===== config.mk =====
export PLATFORM = sky130hd
export DESIGN_NAME = mi3_queue
export DESIGN_NICKNAME = d
export VERILOG_FILES = /design/src/rtl/mi3_pkg.sv /design/src/rtl/mi3_queue.sv
export SDC_FILE = /design/constraint.sdc
export NUM_CORES = 1
export LEC_CHECK = 0
export BUFFER_PORTS_ARGS = -buffer_cell sky130_fd_sc_hd__clkbuf_2
export CORE_MARGIN = 4
export CORE_UTILIZATION = 25
export DETAILED_ROUTE_END_ITERATION = 12
export GPL_ROUTABILITY_DRIVEN = 0
export PLACE_DENSITY = 0.54
export SLEW_MARGIN = 10
export SYNTH_ARGS = -nofsm -noshare
export SYNTH_HDL_FRONTEND = slang
export SYNTH_SLANG_ARGS = --single-unit

===== constraint.sdc =====
create_clock -name clock -period 1.9 [get_ports clock]
set_input_delay 0.095 -clock clock [delete_from_list [all_inputs] [get_ports clock]]
set_output_delay 0.095 -clock clock [all_outputs]
set_load 0.005 [all_outputs]

===== src/rtl/mi3_pkg.sv =====
// ----------------------------------------------------------------------------
// mi3_pkg: shared constants for the 3x3 matrix inverse
// Element count, queue depth and register map of the configuration port.
// ----------------------------------------------------------------------------
package mi3_pkg;

   // elements of one 3x3 matrix
   localparam int NUM_ELEMS = 9;

   // entries in the queue between classification and division
   localparam int QUEUE_DEPTH = 4;

   // configuration register indexes
   typedef enum logic [0:0] {
      REG_SINGULAR_THRESHOLD = 1'b0
   } reg_index_type;

endpackage


===== src/rtl/mi3_queue.sv =====
// ----------------------------------------------------------------------------
// mi3_queue: short FIFO between the front and back pipelines
// Holds classified requests so either side can stall on its own.
// ----------------------------------------------------------------------------
module mi3_queue #(
   parameter int DATA_W = 8
) (
   input  logic              clock,
   input  logic              reset,
   input  logic              push,
   input  logic [DATA_W-1:0] push_data,
   output logic              full,
   input  logic              pop,
   output logic              not_empty,
   output logic [DATA_W-1:0] head_data
);

   localparam int PW = $clog2(mi3_pkg::QUEUE_DEPTH);
   localparam int CW = $clog2(mi3_pkg::QUEUE_DEPTH + 1);

   logic [DATA_W-1:0] mem_ff [mi3_pkg::QUEUE_DEPTH];
   logic [PW-1:0]     wr_ptr_ff, wr_ptr_in;
   logic [PW-1:0]     rd_ptr_ff, rd_ptr_in;
   logic [CW-1:0]     count_ff, count_in;
   logic              do_push, do_pop;

   assign full      = (count_ff == CW'(mi3_pkg::QUEUE_DEPTH));
   assign not_empty = (count_ff != '0);
   assign head_data = mem_ff[rd_ptr_ff];
   assign do_push   = push && !full;
   assign do_pop    = pop && not_empty;

   // pointer and level update
   always_comb begin
      wr_ptr_in = do_push ? PW'(wr_ptr_ff + 1'b1) : wr_ptr_ff;
      rd_ptr_in = do_pop  ? PW'(rd_ptr_ff + 1'b1) : rd_ptr_ff;
      count_in  = count_ff;
      if (do_push && !do_pop) begin
         count_in = CW'(count_ff + 1'b1);
      end else if (do_pop && !do_push) begin
         count_in = CW'(count_ff - 1'b1);
      end
   end

   always_ff @(posedge clock) begin
      if (reset) begin
         wr_ptr_ff <= '0;
         rd_ptr_ff <= '0;
         count_ff  <= '0;
      end else begin
         wr_ptr_ff <= wr_ptr_in;
         rd_ptr_ff <= rd_ptr_in;
         count_ff  <= count_in;
      end
   end

   // storage
   always_ff @(posedge clock) begin
      if (do_push) begin
         mem_ff[wr_ptr_ff] <= push_data;
      end
   end

endmodule


==> run_results.csv <==
group,metric,value,unit
outcome,status,"finished clean",
run,maxCapViolations,0,
route,drc,0,
clocking,cts_tree,"yes",
timing,slew_viol_final,0,
final_layout,finalInstanceArea,1980,sq um
die,initial_utilization,0.257,
yosys,ys_ff_latch,41,
die,die_y,88.5,microns
final_layout,nets,140,
route,drtAntennaViolNets,0,
global_routing,antenna_found_initial,0,
yosys,netlist_instances,90,
final_layout,post-route-util,0.313,
placement,dpl_cell_area,1870,sq um
yosys,synth_flop_cell,"edfxtp_1",
timing,rsz0062_at_grt,"yes",
placement,dp_cells,191,
timing,relSlewSlack,0.692,
final_layout,antenna_cells,0,
die,dieWidth,88.5,microns
clocking,cts_sinks,41,
setup_path,cp.arrival,2.11,ns
setup_path,critical_path_class,"flop to flop",
yosys,yosys_warnings,0,
yosys,syn-cell-area,1620,sq um
route,wire_per_inst,14.4,microns
setup_path,cp-end-kind,"flop",
global_routing,grt_max_degree,13,
die,fp.coreArea,6310,sq um
die,rows,29,
pwr,powerDensity,1220,nW/um^2
route,vias_per_cell,4.25,
timing,tightest_slew,0.462,ns
timing,tns,0,ns
yosys,syn_area_per_cell,18.0,sq um
global_routing,grt_pass1_wl,4690,microns
timing,fin_crit,1.89,ns
yosys,synth.most_common_cell,"edfxtp_1",
timing,clock_skew,0.00716,ns
timing,max_freq,529,MHz
yosys,synth_edf_count,32,
global_routing,grt_pass1_vias,992,
yosys,synth_seq_area_share,0.704,
final_layout,drive_above_1_share,0.426,
setup_path,critPathMaxFanout,6,
yosys,synth.top_cells.by_count,"edfxtp_1, dfxtp_1, mux4_2, ha_1, nor2_1",
final_layout,layout.cells.non_filler,199,
clocking,cts_max_level,2,
global_routing,grt.total_usage,0.0816,
yosys,synth_area_leaders,"edfxtp_1, dfxtp_1, mux4_2",
route,wirelength,2860,microns
placement,pre_cts_ws,-0.0227,ns
timing,timing.final.crit_share,0.996,
clocking,clockBufferDepth,2,
placement,hpwlAfterDp,2080,microns
clocking,numCtsBuffers,5,
timing,fin_ws,0.00845,ns
die,pin_count,22,
yosys,yosysTopAreaCellShare,0.593,
route,vias,845,
clocking,cts_hold_buf,0,
timing,setup_viol,0,
timing,finalHoldViolations,0,
clocking,clk_latency,0.29,ns
pwr,total_power,2.41,mW
clocking,cts.reportedPaths.clkPinSlew,0.08,ns
placement,portBuffers,21,
clocking,root_buffer,"clkbuf_8",
yosys,synth_top_cell_by_area,"edfxtp_1",
pwr,ir_drop,0.574,mV
setup_path,worstPathRequired,2.11,ns
global_routing,overflow,0,
yosys,syn_nets,108,
yosys,yosysUniqueCellTypes,20,
route,first_pass_iters,4,
hold_path,hold_class,"input port to flop",
die,die_area,7840,sq um
setup_path,worstSetupStartpointType,"flop",
yosys,async_flop_share,0,
final_layout,syn_to_final_growth,21.8,%
route,drt-initial-drc-count,16,
pwr,p_leak,0.707,nW
timing,timing.hold.ws,0.0249,ns
## placed cells by master (no fill, tap or decap)
cell,n
dfxtp_1,6
mux4_2,8
and2_1,4
mux2i_1,2
edfxtp_1,32
dfxtp_2,1
ha_1,4
clkinvlp_4,1
o31ai_4,1
inv_1,3
dfxtp_4,2
inv_2,1
o21ai_0,2
clkinv_1,1
nand2b_1,2
nor2_1,5
nor3b_4,1
or3_1,3
xor2_1,4
ha_2,1
buf_4,7
o311ai_1,1
nor2_2,1
fa_2,1
a21oi_1,1
a21oi_2,1
clkbuf_8,5
clkbuf_2,21
## registers in the layout (all words and copies together), names as in the netlist, named ones only
register and cells:
count_ff 3, mem_ff 32, rd_ptr_ff 2, wr_ptr_ff 2
## metal layers
metal,share of wire,track usage,vias up
met5,0,0,-
met4,0,0.0165,0
met3,0.074,0.0354,0
met2,0.53,0.148,23
met1,0.39,0.0891,418
li1,-,-,404
## timing repair
action / CTS / global route
resized for setup: 2 / 3
hold endpoints to repair: 0 / 0
pin swaps: 3 / 2
endpoints found under the setup margin: 1 / 1
buffers inserted: 0 / 1
## cell type report
class                           instances  area [sq um]
Tap cell                               77          96.3
Sequential cell                        41          1150
Fill cell                             642          4340
Timing Repair Buffer                   28           158
Clock inverter                          2          11.3
Inverter                                4          15.0
Multi-Input combinational cell         42           477
Clock buffer                            5          68.8
## critical path: stages, from the launching register on
cell	delay [ns]
dfxtp_4	0.37
o31ai_4	0.25
ha_2	0.22
inv_2	0.04
fa_2	0.32
xor2_1	0.17
or3_1	0.33
a21oi_2	0.12
## worst paths after layout
| path | startpoint | to | slack [ns] | cells after the start |
|---|---|---|---|---|
| hold / removal | push_data[1] | mem_ff[3][1]$_DFFE_PP_ | 0.02 | 1 |
| hold reg to reg | wr_ptr_ff[1]$_SDFFE_PP0P_ | wr_ptr_ff[1]$_SDFFE_PP0P_ | 0.53 | 2 |
| setup / recovery | count_ff[2]$_SDFFE_PP0P_ | count_ff[2]$_SDFFE_PP0P_ | 0.008 | 7 |
| setup reg to reg | count_ff[2]$_SDFFE_PP0P_ | count_ff[2]$_SDFFE_PP0P_ | 0.008 | 7 |
## power breakdown
part	switching [mW]	internal, mW	total, mW
Clock	0.278	0.246	0.524
Sequential	0.105	1.10	1.21
Combinational	0.295	0.385	0.680
## kinds of logic (layout without fill, tap and decap cells)
| logic type | count (synthesis) | count (layout) | share of synthesized area |
|---|---|---|---|
| flops | 41 | 41 | 0.704 |
| simple gates | 16 | 16 | 0.0579 |
| mux | 10 | 10 | 0.123 |
| buf+inv | 7 | 39 | 0.0170 |
| fa+ha+maj | 6 | 6 | 0.0509 |
| compound gates | 6 | 6 | 0.0255 |
| xor+xnor | 4 | 4 | 0.0216 |
Note: power is estimated with default switching activity, not from simulation.
